`src/hdl/mm_pkg.sv`:
```
// Shared types, constants and helper functions for the matrix multiply block.
// Used by mm_store, mm_mac and matrix_multiply. No dependencies.
package mm_pkg;

    localparam int MAX_DIM     = 8;
    localparam int VALUE_WIDTH = 32;
    localparam int FRAC_BITS   = 16;

    localparam int STORE_DEPTH = MAX_DIM * MAX_DIM;
    localparam int ADDR_W      = (STORE_DEPTH > 1) ? $clog2(STORE_DEPTH) : 1;
    localparam int IDX_W       = (MAX_DIM > 1) ? $clog2(MAX_DIM) : 1;
    localparam int DIM_W       = $clog2(MAX_DIM + 1);
    localparam int PROD_W      = 2 * VALUE_WIDTH;
    localparam int ACC_W       = PROD_W + IDX_W + 1;
    localparam int SHIFT_W     = ACC_W - FRAC_BITS;

    localparam longint VMAX = (64'sd1 <<< (VALUE_WIDTH - 1)) - 64'sd1;

    // Field widths of the stream items.
    localparam int REQ_W   = 2;
    localparam int POS_W   = 3;
    localparam int ELEM_W  = 32;
    localparam int TDATA_W = 40;

    // Request kinds carried in the input tuser.
    localparam logic [REQ_W-1:0] REQ_LOAD_A  = 2'd0;
    localparam logic [REQ_W-1:0] REQ_LOAD_B  = 2'd1;
    localparam logic [REQ_W-1:0] REQ_COMPUTE = 2'd2;

    // Configuration register indexes.
    localparam int CFG_IDX_W = 2;
    localparam int CFG_DATA_W = 4;
    localparam logic [CFG_IDX_W-1:0] CFG_ROWS_A    = 2'd0;
    localparam logic [CFG_IDX_W-1:0] CFG_INNER_DIM = 2'd1;
    localparam logic [CFG_IDX_W-1:0] CFG_COLS_B    = 2'd2;
    localparam logic [CFG_DATA_W-1:0] CFG_DIM_RESET = 4'd8;

    typedef logic [ADDR_W-1:0] t_addr;
    typedef logic [IDX_W-1:0]  t_idx;
    typedef logic [DIM_W-1:0]  t_dim;
    typedef logic signed [VALUE_WIDTH-1:0] t_val;

    // Tag that travels with each multiply-accumulate step.
    typedef struct packed {
        logic valid;
        logic first;
        logic last;
        logic fin;
        t_idx row;
        t_idx col;
    } t_tag;

    // Finished dot product leaving the accumulator.
    typedef struct packed {
        logic valid;
        logic last;
        t_idx row;
        t_idx col;
        t_val value;
    } t_res;

    function automatic t_addr mm_addr(input t_idx r, input t_idx c);
        mm_addr = ADDR_W'(32'(r) * MAX_DIM + 32'(c));
    endfunction

    function automatic t_dim clamp_dim(input logic [CFG_DATA_W-1:0] d);
        if (d == '0) begin
            clamp_dim = t_dim'(1);
        end else if (32'(d) > MAX_DIM) begin
            clamp_dim = t_dim'(MAX_DIM);
        end else begin
            clamp_dim = t_dim'(d);
        end
    endfunction

    // Drop the fraction bits (floor) and saturate to the value width.
    function automatic t_val sat_q(input logic signed [ACC_W-1:0] acc);
        logic signed [SHIFT_W-1:0] sh;
        logic signed [SHIFT_W-1:0] hi;
        logic signed [SHIFT_W-1:0] lo;
        sh = SHIFT_W'(acc >>> FRAC_BITS);
        hi = SHIFT_W'(VMAX);
        lo = -hi - SHIFT_W'(1);
        if (sh > hi) begin
            sat_q = t_val'(hi);
        end else if (sh < lo) begin
            sat_q = t_val'(lo);
        end else begin
            sat_q = t_val'(sh);
        end
    endfunction

endpackage

```
`src/hdl/mm_store.sv`:
```
// Element store for one matrix: single write port, one registered read port.
// Depends on mm_pkg.
module mm_store (
    input  logic          i_clk,
    input  logic          i_we,
    input  mm_pkg::t_addr i_waddr,
    input  mm_pkg::t_val  i_wdata,
    input  logic          i_re,
    input  mm_pkg::t_addr i_raddr,
    output mm_pkg::t_val  o_rdata
);

    mm_pkg::t_val r_mem [mm_pkg::STORE_DEPTH];
    mm_pkg::t_val r_rdata;

    always_ff @(posedge i_clk) begin
        if (i_we) begin
            r_mem[i_waddr] <= i_wdata;
        end
    end

    always_ff @(posedge i_clk) begin
        if (i_re) begin
            r_rdata <= r_mem[i_raddr];
        end
    end

    assign o_rdata = r_rdata;

endmodule

```
`config.mk`:
```
export PLATFORM = sky130hd
export DESIGN_NAME = mm_store
export DESIGN_NICKNAME = d
export VERILOG_FILES = /design/src/hdl/mm_pkg.sv /design/src/hdl/mm_store.sv
export SDC_FILE = /design/constraint.sdc
export NUM_CORES = 2
export LEC_CHECK = 0
export BUFFER_PORTS_ARGS = -buffer_cell sky130_fd_sc_hd__buf_4
export CAP_MARGIN = 20
export CORE_MARGIN = 4
export CORE_UTILIZATION = 55
export CTS_CLUSTER_DIAMETER = 150
export DETAILED_ROUTE_END_ITERATION = 12
export HOLD_SLACK_MARGIN = 0.05
export PLACE_DENSITY = 0.7
export SYNTH_ARGS = -nofsm -noshare
export SYNTH_HDL_FRONTEND = slang
export SYNTH_SLANG_ARGS = --single-unit
```
`constraint.sdc`:
```
create_clock -name i_clk -period 4.8 [get_ports i_clk]
set_input_delay 0.96 -clock i_clk [delete_from_list [all_inputs] [get_ports i_clk]]
set_output_delay 0.96 -clock i_clk [all_outputs]
set_load 0.01 [all_outputs]
```
# Yosys cells after proc, flatten, opt, wreduce, memory -nomap -nowiden
# Memory sizes are Yosys's and may differ from the RTL's. A register that Yosys moved wholly into a read port is not among the register bits.
# Cells that the tools add are included.
[totals] mem_count=1 ramBits=2048 input_bits=47 regBits=0
[classes] n_mux=2
[memory_table] name="r_mem" depth=64 width=32 rd=1 rd_ports_with_merged_regs=1 wr=1 line="mm_store.sv:13" source="mm_pkg::t_val r_mem [mm_pkg::STORE_DEPTH];"
[ops] op="two-way mux 1 bit" count=2

# Logic depth before layout (Yosys ltp)
[logic_depth] ltp_word=2 depth_mapped=10

# Least setup slack after synthesis
# Ideal clock, no wire load.
[synth_path] path_type="input-to-reg" from="input i_waddr[3]" to="memory r_mem[48][0] (netlist bit) (enable)" n_path_buf=1 slack_ps=680 arrival_ps=3659 setup_ps=461 stages=4 required_ps=4339 cell_sequence="clkbuf_1 > nor2b_1 > nand4b_1 > nor3_1"
[synth_rtl] element="start: declaration" line="mm_store.sv:6" source="input mm_pkg::t_addr i_waddr,"
[synth_rtl] element="end: declaration" line="mm_store.sv:13"
# No word-level cell before the write port.

==> flow_metrics.py <==
metrics = {
    "outcome": {
        "status": "completed",
    },
    "clock_tree": {
        "path_clk_slew_ps": 60,
        "cts_resized": 0,
        "postCtsHoldBufs": 0,
        "clock_sinks": 2080,
        "cts_htree_levels": 4,
        "root_buffer": "clkbuf_16",
        "cts_buffers": 198,
        "clock_path_buffers": 3,
        "cts_setup_buffers": 0,
        "clock_latency_ps": 820,
        "cts_tree": "built",
    },
    "timing": {
        "drv_slew": 0,
        "finalCriticalPeriod_ps": 3610,
        "fmax_mhz": 277,
        "fin_ws_ps": 1190,
        "rsz0062_at_grt": "no",
        "post-route-period-util": 0.752,
        "relSlewSlack": 0.315,
        "tightest_slew_ps": 1030,
        "fin_skew_ps": 26.2,
        "hold_viol_final": 0,
        "finalSetupTns_ps": 0,
        "setup_viol": 0,
        "timing.hold.ws_ps": 687,
    },
    "logic_synthesis": {
        "avgSynthCellArea_sq_um": 23.7,
        "synth_edf_count": 2080,
        "ys.flop_type": "edfxtp_1",
        "yosysSeqAreaShare": 0.792,
        "yosys_warnings": 0,
        "syn_area_sq_um": 78800,
        "synth_nets": 3371,
        "yosys.cell_types.count": 33,
        "synth.top_cell.area_share": 0.792,
        "netlist_instances": 3324,
        "synth_top_area_cell": "edfxtp_1",
        "ys_ff_latch": 2080,
        "synthTopCellsByArea": "edfxtp_1 79%, mux4_2 16%, mux2i_1 1.2%",
        "async_reset_ff_frac": 0,
    },
    "pwr": {
        "p_leak_nw": 27.7,
        "power.density_nw_per_um2": 414,
        "ir_drop_uv": 313,
    },
    "detailed_routing": {
        "viasPerCell": 6.72,
        "antenna_left": 0,
        "vias": 38000,
        "wl_per_cell_um": 34.9,
        "drc": 0,
        "wl_um": 197000,
        "drtPass1Iterations": 6,
        "drt_iter0_markers": 5752,
    },
    "layout": {
        "fin_nets": 3634,
        "area_delta_synth_final_pct": 13.0,
        "multi_input_comb_area_sq_um": 16000,
        "fillerInstances": 9193,
        "regArea_sq_um": 62500,
        "drive_gt1_frac": 0.298,
    },
    "placed_design": {
        "dpl.hpwl_um": 112000,
        "portBuffers": 78,
        "place_ws_ps": 490,
        "gp_congestion": 0.795,
    },
    "global_routing": {
        "grt_max_degree": 75,
        "grt_pass1_vias": 38100,
        "grt_use_total": 0.265,
        "grt_pass1_wl_um": 283000,
        "overflow": 0,
        "antenna_found_initial": 12,
    },
    "critical_path": {
        "required_ps": 5330,
        "end_kind": "flop",
        "crit_chain": "buf_8 -> buf_4 -> buf_4 -> mux4_2 -> mux4_2 -> o22ai_1 -> nor2_1",
        "arrival_ps": 4140,
        "rr_worst_depth": 4,
        "slowest_stage": "o22ai_1",
        "crit_fanout": 74,
        "path_depth": 7,
        "start_kind": "primary input",
        "cpPeakStageDelay_ps": 710,
        "path_class": "in -> reg",
        "cp_top_family": "buffers and inverters",
        "critPathBufInv": 3,
    },
    "floorplan": {
        "die-width_um": 387,
        "start_util": 0.555,
        "die_area_sq_um": 149000,
        "ios": 79,
        "fp.dieH_um": 387,
        "coreArea_sq_um": 142000,
        "rows": 138,
    },
    "hold_path": {
        "min_path_cells": 1,
        "hold_class": "in -> reg",
    },
    "run": {
        "cap_violations": 0,
    },
}
## metrics by stage
stage                     cells  utilization  area (sq um)  power, mW
after floorplan            3324            -         78800       21.6
after global placement     5276        0.584         82900       22.4
after detailed placement   5277        0.584         82900       22.5
after CTS                  5638        0.628         89100       37.1
after global routing       5638        0.628         89100       38.0
final                      5650        0.628         89100       36.9
## cell families after synthesis
group           Yosys count  share of synthesized area
flops                  2080                      0.792
buf+inv                 182                     0.0112
mux                     637                      0.167
compound gates          202                     0.0167
simple gates            223                     0.0126
## cells in the mapped netlist, types with 2 or more instances
cell	n
a41o_1	4
nor3_1	7
o221ai_1	27
edfxtp_1	2080
nand2b_1	8
or3_1	3
buf_2	57
nand3b_1	5
nor2b_1	15
buf_6	5
o32ai_1	4
o22ai_1	84
nand2_1	26
a21oi_1	62
nand4_1	2
and3_1	4
mux2i_1	93
or3b_2	3
mux4_2	544
and2_1	2
or3b_1	2
nor2_1	137
clkbuf_1	74
a22oi_1	12
a311oi_1	8
buf_4	25
nand3_1	5
buf_1	21
## worst register-to-register path, stage by stage, from the launching register on
cell	delay, ps
edfxtp_1	410
mux4_2	500
mux4_2	500
o22ai_1	810
nor2_1	150
## layer usage
layer / global-route usage / vias to the layer above / wire (um)
met5: 0 / - / 20
met4: 0.0749 / 2 / 5050
met3: 0.0547 / 323 / 21400
met2: 0.418 / 2552 / 96600
met1: 0.385 / 20300 / 74400
li1: - / 14800 / -
## layout make-up
cell class / instances / area share
sequential: 2080 / 0.701
clock inverter: 104 / 0.00890
antenna: 12 / 0.000337
tap: 1890 / 0.0265
clock buffer: 257 / 0.0598
timing repair buffer: 245 / 0.0242
multi-input combinational: 1062 / 0.179
## cells in the final DEF (no fill, tap or decap), types with 52 or more instances in the layout
cell type and instances:
a21oi_1 62, clkbuf_1 52, mux2i_1 93, mux4_2 544, o22ai_1 84, nor2_4 62, nor2_1 75, buf_4 219
edfxtp_1 2080, clkbuf_16 205
## worst paths after layout
check	slack, ps	startpoint	to
worst max-delay path	1190	i_raddr[1]	o_rdata[21]
worst min-delay path	690	i_wdata[13]	r_mem[4][13]
worst max register to register	2140	r_mem[3][25]	o_rdata[25]
worst min register to register	820	r_mem[12][17]	o_rdata[17]
## report_power, final
group | internal (mW) | switching (mW) | total [mW] | leakage (nW)
clock network | 8.33 | 6.46 | 14.8 | 2.97
logic | 0.699 | 1.17 | 1.87 | 6.01
registers | 20.2 | 0.0675 | 20.2 | 18.7
## flip-flops by register name, summed over array words and instances (netlist names)
register,flops
r_mem,2048
o_rdata,32
Note: power is estimated with default switching activity, not from simulation.
