===== config.mk =====
export PLATFORM = sky130hd
export DESIGN_NAME = mm_mac
export DESIGN_NICKNAME = d
export VERILOG_FILES = /design/src/hdl/mm_pkg.sv /design/src/hdl/mm_mac.sv
export SDC_FILE = /design/constraint.sdc
export NUM_CORES = 2
export LEC_CHECK = 0
export BUFFER_PORTS_ARGS = -buffer_cell sky130_fd_sc_hd__buf_2
export CAP_MARGIN = 20
export CORE_UTILIZATION = 45
export CTS_CLUSTER_DIAMETER = 80
export CTS_CLUSTER_SIZE = 40
export DETAILED_ROUTE_END_ITERATION = 8
export SLEW_MARGIN = 10
export SYNTH_ARGS = -nofsm -noshare
export SYNTH_HDL_FRONTEND = slang
export SYNTH_SLANG_ARGS = --single-unit

===== constraint.sdc =====
create_clock -name i_clk -period 8.7 [get_ports i_clk]
set_clock_uncertainty 0.05 [all_clocks]
set_input_delay 0.435 -clock i_clk [delete_from_list [all_inputs] [get_ports i_clk]]
set_output_delay 0.435 -clock i_clk [all_outputs]
set_load 0.02 [all_outputs]

===== src/hdl/mm_pkg.sv =====
// Shared types, constants and helper functions for the matrix multiply block.
// Used by mm_store, mm_mac and matrix_multiply. No dependencies.
package mm_pkg;

    localparam int MAX_DIM     = 8;
    localparam int VALUE_WIDTH = 32;
    localparam int FRAC_BITS   = 16;

    localparam int STORE_DEPTH = MAX_DIM * MAX_DIM;
    localparam int ADDR_W      = (STORE_DEPTH > 1) ? $clog2(STORE_DEPTH) : 1;
    localparam int IDX_W       = (MAX_DIM > 1) ? $clog2(MAX_DIM) : 1;
    localparam int DIM_W       = $clog2(MAX_DIM + 1);
    localparam int PROD_W      = 2 * VALUE_WIDTH;
    localparam int ACC_W       = PROD_W + IDX_W + 1;
    localparam int SHIFT_W     = ACC_W - FRAC_BITS;

    localparam longint VMAX = (64'sd1 <<< (VALUE_WIDTH - 1)) - 64'sd1;

    // Field widths of the stream items.
    localparam int REQ_W   = 2;
    localparam int POS_W   = 3;
    localparam int ELEM_W  = 32;
    localparam int TDATA_W = 40;

    // Request kinds carried in the input tuser.
    localparam logic [REQ_W-1:0] REQ_LOAD_A  = 2'd0;
    localparam logic [REQ_W-1:0] REQ_LOAD_B  = 2'd1;
    localparam logic [REQ_W-1:0] REQ_COMPUTE = 2'd2;

    // Configuration register indexes.
    localparam int CFG_IDX_W = 2;
    localparam int CFG_DATA_W = 4;
    localparam logic [CFG_IDX_W-1:0] CFG_ROWS_A    = 2'd0;
    localparam logic [CFG_IDX_W-1:0] CFG_INNER_DIM = 2'd1;
    localparam logic [CFG_IDX_W-1:0] CFG_COLS_B    = 2'd2;
    localparam logic [CFG_DATA_W-1:0] CFG_DIM_RESET = 4'd8;

    typedef logic [ADDR_W-1:0] t_addr;
    typedef logic [IDX_W-1:0]  t_idx;
    typedef logic [DIM_W-1:0]  t_dim;
    typedef logic signed [VALUE_WIDTH-1:0] t_val;

    // Tag that travels with each multiply-accumulate step.
    typedef struct packed {
        logic valid;
        logic first;
        logic last;
        logic fin;
        t_idx row;
        t_idx col;
    } t_tag;

    // Finished dot product leaving the accumulator.
    typedef struct packed {
        logic valid;
        logic last;
        t_idx row;
        t_idx col;
        t_val value;
    } t_res;

    function automatic t_addr mm_addr(input t_idx r, input t_idx c);
        mm_addr = ADDR_W'(32'(r) * MAX_DIM + 32'(c));
    endfunction

    function automatic t_dim clamp_dim(input logic [CFG_DATA_W-1:0] d);
        if (d == '0) begin
            clamp_dim = t_dim'(1);
        end else if (32'(d) > MAX_DIM) begin
            clamp_dim = t_dim'(MAX_DIM);
        end else begin
            clamp_dim = t_dim'(d);
        end
    endfunction

    // Drop the fraction bits (floor) and saturate to the value width.
    function automatic t_val sat_q(input logic signed [ACC_W-1:0] acc);
        logic signed [SHIFT_W-1:0] sh;
        logic signed [SHIFT_W-1:0] hi;
        logic signed [SHIFT_W-1:0] lo;
        sh = SHIFT_W'(acc >>> FRAC_BITS);
        hi = SHIFT_W'(VMAX);
        lo = -hi - SHIFT_W'(1);
        if (sh > hi) begin
            sat_q = t_val'(hi);
        end else if (sh < lo) begin
            sat_q = t_val'(lo);
        end else begin
            sat_q = t_val'(sh);
        end
    endfunction

endpackage


===== src/hdl/mm_mac.sv =====
// Shared multiply-accumulate unit: registered product, then full-precision sum.
// Depends on mm_pkg.
module mm_mac (
    input  logic         i_clk,
    input  logic         i_rst_n,
    input  logic         i_en,
    input  mm_pkg::t_tag i_tag,
    input  mm_pkg::t_val i_a,
    input  mm_pkg::t_val i_b,
    output mm_pkg::t_res o_res
);

    mm_pkg::t_tag r_p_tag;
    mm_pkg::t_tag r_a_tag;
    logic signed [mm_pkg::PROD_W-1:0] r_prod;
    logic signed [mm_pkg::ACC_W-1:0]  r_acc;
    logic signed [mm_pkg::ACC_W-1:0]  n_acc;
    logic signed [mm_pkg::ACC_W-1:0]  w_prod_ext;

    assign w_prod_ext = mm_pkg::ACC_W'(r_prod);

    always_comb begin
        if (r_p_tag.first) begin
            n_acc = w_prod_ext;
        end else begin
            n_acc = r_acc + w_prod_ext;
        end
    end

    always_ff @(posedge i_clk) begin
        if (!i_rst_n) begin
            r_p_tag.valid <= 1'b0;
            r_a_tag.valid <= 1'b0;
        end else if (i_en) begin
            r_p_tag <= i_tag;
            r_a_tag <= r_p_tag;
        end
    end

    always_ff @(posedge i_clk) begin
        if (i_en) begin
            r_prod <= i_a * i_b;
            if (r_p_tag.valid) begin
                r_acc <= n_acc;
            end
        end
    end

    always_comb begin
        o_res.valid = r_a_tag.valid && r_a_tag.last;
        o_res.last  = r_a_tag.fin;
        o_res.row   = r_a_tag.row;
        o_res.col   = r_a_tag.col;
        o_res.value = mm_pkg::sat_q(r_acc);
    end

endmodule


* After elaboration in Yosys (flattened, before gate mapping) *
Index checks and enable logic that the tools add are counted.
Widths: inputs -> output; s select.

storage, ports and cells
  word-level logic and storage cells = 23
  input bits = 77
  flip-flop bits (word level) = 151
  bits in latches = 0
  memories kept = 0
  RAM bits = 0
  bits in read-only memories = 0

operators by class
  multiply operators = 1
  mux-type cells = 3
  shift operators = 0
  bitwise gates (word level) = 0
  eq/ne operators = 0
  reductions and logical operators = 3
  divide/modulo/power cells = 0
  magnitude comparators = 2
  add/subtract/negate cells = 1

operator list
  operator              count
  $add 68x64->68        1
  $mux 68               1
  $mul 32x32->64        1
  $mux 32               2
  $gt 52x32->1 const B  1
  $lt 52x32->1 const B  1
  $reduce_and 2->1      2
  $logic_and 1x1->1     1

* Depth between registers and ports, before layout *
  depth after elaboration = 3
  gate-level depth with buffers = 29
  gate-level depth less buffers = 27

* Worst setup path before layout *
No wires, ideal clock.

  path kind = input to register
  start point = input i_b[3]
  end point = register r_prod[62] (netlist bit), data pin
  slack = 0.635 ns
  stages = 26
  arrival time = 7.749 ns
  setup time = 0.266 ns
  required time = 8.384 ns
  path through = clkbuf_1 nand2_1 fa_1 fa_1 inv_1 fa_1 inv_1 fa_1 inv_1 fa_1 fa_1 inv_1 fa_1 fa_1 inv_1 ha_1 a21oi_1 o21bai_1 a21o_1 a21o_1 a21oi_1 nand2_1 a21oi_1 a31oi_2 nand4b_1 o211ai_1

on the way
  cells in the longest elaborated chain, start to end = 1

RTL lines
  item                    line          text
  start: declaration      mm_mac.sv:9   input mm_pkg::t_val i_b,
  $mul 32x32->64          mm_mac.sv:42  r_prod <= i_a * i_b;
  end signal: assignment  mm_mac.sv:42
  end: declaration        mm_mac.sv:15  logic signed [mm_pkg::PROD_W-1:0] r_prod;

Every way passes these cells.
A chain may end at the register's enable or synchronous reset.

* Final worst setup path *
  start point = input i_b[2]
  end point = register r_prod[51] (netlist bit), data pin

The elaborated chain is that of the path after synthesis.

==> impl_metrics.sql <==
INSERT INTO impl_metrics (metric_group, metric, value, unit) VALUES
('placement', 'gp_congestion', '0.907', ''),
('cts', 'cts.root.buffer_cell', 'clkbuf_16', ''),
('timing', 'final_hold_viol_count', '0', ''),
('timing', 'worst-slew-pin-transition', '0.993', 'ns'),
('global_routing', 'first_global_vias', '34600', ''),
('placement', 'hpwl', '103000', 'um'),
('timing', 'report.final.setup_viol', '0', ''),
('critical_path', 'worstSetupPathType', 'in2reg', ''),
('hold_path', 'min-delay-start', 'i_tag[8]', ''),
('routing', 'detailedRoute.firstIterationViolations', '2160', ''),
('hold_path', 'whs_path_depth', '1', ''),
('logic_synthesis', 'synth_area_per_cell', '9.42', 'um2'),
('cts', 'number_of_setup_buffers_added_after_cts', '0', ''),
('logic_synthesis', 'syn_nets', '6261', ''),
('floorplanning', 'die_h', '321', 'um'),
('placement', 'buffer_ports.inserted', '116', ''),
('routing', 'routed-via-count', '32500', ''),
('cts', 'clkSlewWorstSetupHoldPaths', '0.07', 'ns'),
('logic_synthesis', 'synth_cell_type_count', '83', ''),
('global_routing', 'grt_pass1_wl', '200000', 'um'),
('timing', 'post-route-period-util', '0.939', ''),
('final_layout', 'signed_area_change_from_the_synthesized_netlist_to_the_final_layout', '5.75', '%'),
('floorplanning', 'fp.dieW', '321', 'um'),
('floorplanning', 'row_count', '116', ''),
('global_routing', 'grt_max_degree', '98', ''),
('global_routing', 'grt_util_all_layers', '0.253', ''),
('routing', 'finalWirelength', '126000', 'um'),
('critical_path', 'worst_path_required', '8.85', 'ns'),
('critical_path', 'worstReg2RegStart', 'r_prod[0]', ''),
('logic_synthesis', 'ys_warn_count', '0', ''),
('timing', 'finalMaxSlewViolations', '0', ''),
('global_routing', 'overflow', '0', ''),
('logic_synthesis', 'synthArstFlopShare', '0', ''),
('final_layout', 'multi_input_comb_area', '0.0364', 'mm2'),
('hold_path', 'classification_of_the_worst_slack_hold_path', 'in2reg', ''),
('logic_synthesis', 'netlist_area', '0.0457', 'mm2'),
('critical_path', 'path_max_fanout', '32', ''),
('floorplanning', 'design.die.area', '0.103', 'mm2'),
('critical_path', 'critical_path.endpoint_type', 'flip-flop', ''),
('timing', 'tns', '0', 'ns'),
('final_layout', 'area.sequential', '0.00451', 'mm2'),
('logic_synthesis', 'netlist.area_leader.share', '0.475', ''),
('cts', 'clock_sinks', '151', ''),
('logic_synthesis', 'dominantRegCellSynth', 'edfxtp_1', ''),
('global_routing', 'grt_antenna_before_repair', '4', ''),
('routing', 'ant_nets', '0', ''),
('routing', 'post-route-drc-count', '0', ''),
('critical_path', 'worst_r2r_endpoint', 'r_acc[62]', ''),
('timing', 'period_needed', '8.17', 'ns'),
('cts', 'cts-buffers-inserted', '17', ''),
('floorplanning', 'initial_utilization', '0.455', ''),
('critical_path', 'worst_setup_path_start_kind', 'input port', ''),
('critical_path', 'worst-r2r-cell-count', '13', ''),
('final_layout', 'final_layout_size_suffix_gt1_frac', '0.0579', ''),
('cts', 'clock_tree_from_tritoncts', 'yes', ''),
('critical_path', 'setup.reg_to_reg.worst_slack', '4.97', 'ns'),
('routing', 'viasPerCell', '5.24', ''),
('critical_path', 'cp_data_arrival_time', '8.32', 'ns'),
('logic_synthesis', 'yosys_register_bits', '151', ''),
('timing', 'grt_setup_unrepaired', 'no', ''),
('cts', 'clk_lat_worst_skew', '0.45', 'ns'),
('cts', 'post_cts_resized', '0', ''),
('outcome', 'status', 'finished clean', ''),
('floorplanning', 'io-pin-count', '117', ''),
('cts', 'post_cts_hold_buffer_count', '0', ''),
('cts', 'cts.htree.levels', '4', ''),
('timing', 'timing.max_slew.rel_slack', '0.338', ''),
('timing', 'clock.fmax', '122', 'MHz'),
('run', 'max-cap-violations', '0', ''),
('logic_synthesis', 'area_contributors_post_synth', 'fa_1 (47%), edfxtp_1 (9.8%), inv_1 (8.3%), and2_1 (7.0%), ha_1 (6.9%)', ''),
('final_layout', 'final_nets', '6236', ''),
('routing', 'detail_route.wl_per_cell', '20.3', 'um'),
('logic_synthesis', 'syn_inst', '4850', ''),
('hold_path', 'whs_endpoint', 'r_p_tag[8]', ''),
('logic_synthesis', 'synth_sequential_area_ratio', '0.0989', ''),
('routing', 'detailedRoute.firstPassIterationCount', '5', ''),
('final_layout', 'fillCellCount', '9559', ''),
('logic_synthesis', 'dominant_cell_type_by_area_after_synthesis', 'fa_1', ''),
('floorplanning', 'coreArea', '0.100', 'mm2'),
('logic_synthesis', 'synth_enable_flop_cells', '149', ''),
('cts', 'max-clock-path-buffers', '2', '');
==> metal layers <==
metal / vias up / GRT usage / wire length, um
li1: 14500 / - / -
met1: 16800 / 0.382 / 59000
met2: 1086 / 0.387 / 54900
met3: 101 / 0.0423 / 9580
met4: 6 / 0.0448 / 2030
met5: - / 0 / 40
==> cell type report <==
class	count	share of cell area
multi-input cells	3437	0.753
flip-flops and latches	151	0.0935
inverters	1009	0.0784
well taps	1357	0.0352
repair buffers	209	0.0270
clock buffers	17	0.00881
clock inverters	15	0.00347
diodes	3	0.000155
==> synthesized netlist by cell type, types with 3 or more instances <==
master,count
fa_1,1083
inv_1,1009
nand2_1,705
and2_1,508
ha_1,251
clkbuf_1,240
edfxtp_1,149
a21oi_1,138
o21ai_0,130
nor2_1,90
xnor2_1,75
a21o_1,54
xor2_1,52
nand3_1,38
nand4_1,28
o21bai_1,28
nand2b_1,26
a211oi_1,20
a31oi_1,16
o211ai_1,16
and3_1,14
nor3_1,14
nor2b_1,13
a21boi_0,11
o31ai_1,11
o21ai_1,10
o21a_1,9
buf_4,8
nor4_1,8
or3_1,8
or2_2,7
mux2i_1,5
and4_1,4
a211oi_2,3
a221oi_1,3
a31oi_2,3
nor3b_1,3
o2111ai_1,3
o21ai_2,3
o31a_1,3
==> state kept, by name (all words and copies together), names as in the netlist <==
register	count
r_p_tag	10
r_acc	68
o_res	7
r_prod	64
r_a_tag	2
==> cell families (layout without fill, tap and decap cells) <==
family / count (synthesis) / after routing / synth area share
and+or+nand+nor: 1476 / 1476 / 0.158
adders and majority gates: 1334 / 1334 / 0.544
buffers and inverters: 1262 / 1250 / 0.105
AOI/OAI and AO/OA: 494 / 494 / 0.0692
DFF: 151 / 151 / 0.0989
xor gates and xnor gates: 127 / 127 / 0.0244
muxes: 6 / 6 / 0.00134
other: 0 / 3 / 0
==> per-stage QoR <==
stage / hold slack [ns] / cells / worst slack (ns) / area (um2) / utilization
3_3_place_gp: 0.351 / 6163 / 0.334 / 47700 / 0.476
3_5_place_dp: 0.356 / 6163 / 0.208 / 47700 / 0.476
4_1_cts: 0.0860 / 6195 / 0.695 / 48300 / 0.481
2_1_floorplan: 0.350 / 4850 / 0.635 / 45700 / -
6_report: 0.109 / 6198 / 0.532 / 48300 / 0.482
5_1_grt: 0.0885 / 6195 / 0.301 / 48300 / 0.481
==> worst max-delay path, stage by stage <==
cell,delay [ns]
buf_2,0.67
nand2_1,0.18
fa_1,0.54
fa_1,0.61
fa_1,0.46
fa_1,0.54
inv_1,0.05
fa_1,0.53
fa_1,0.61
fa_1,0.44
fa_1,0.46
ha_1,0.42
a211oi_1,0.36
o21ai_0,0.13
o21ai_0,0.35
nand3b_1,0.14
o21ai_2,0.32
a211oi_1,0.19
o31a_2,0.39
o21ai_0,0.22
nand2_1,0.10
xor2_1,0.15
==> layout by cell type, fill, tap and decap left out, types with 5 or more instances in the layout <==
master | Yosys | layout
fa_1 | 1083 | 1083
inv_1 | 1009 | 1009
nand2_1 | 705 | 705
and2_1 | 508 | 507
ha_1 | 251 | 251
edfxtp_1 | 149 | 149
a21oi_1 | 138 | 138
o21ai_0 | 130 | 130
buf_2 | 2 | 116
buf_4 | 8 | 91
nor2_1 | 90 | 90
xnor2_1 | 75 | 75
a21o_1 | 54 | 54
xor2_1 | 52 | 52
nand3_1 | 38 | 38
nand4_1 | 28 | 28
o21bai_1 | 28 | 28
nand2b_1 | 26 | 26
a211oi_1 | 20 | 20
clkbuf_16 | 0 | 17
o211ai_1 | 16 | 16
a31oi_1 | 16 | 16
nor3_1 | 14 | 14
and3_1 | 14 | 14
nor2b_1 | 13 | 13
a21boi_0 | 11 | 11
o21ai_1 | 10 | 10
o31ai_1 | 11 | 10
o21a_1 | 9 | 9
or3_1 | 8 | 8
nor4_1 | 8 | 8
or2_2 | 7 | 7
mux2i_1 | 5 | 5
inv_6 | 0 | 5
==> worst max-delay path by stage <==
stage | cells past startpoint | slack (ns) | start | end
after floorplan | 26 | 0.64 | i_b[3] | r_prod[62]
after global placement | 22 | 0.33 | i_b[2] | r_prod[47]
after detailed placement | 24 | 0.21 | i_b[8] | r_prod[51]
after CTS | 24 | 0.70 | i_b[8] | r_prod[51]
after global routing | 24 | 0.30 | i_b[8] | r_prod[51]
final | 22 | 0.53 | i_b[2] | r_prod[51]
Power is not shown: default switching activity piles up to over one toggle a cycle in this logic, so the estimate is an artifact.
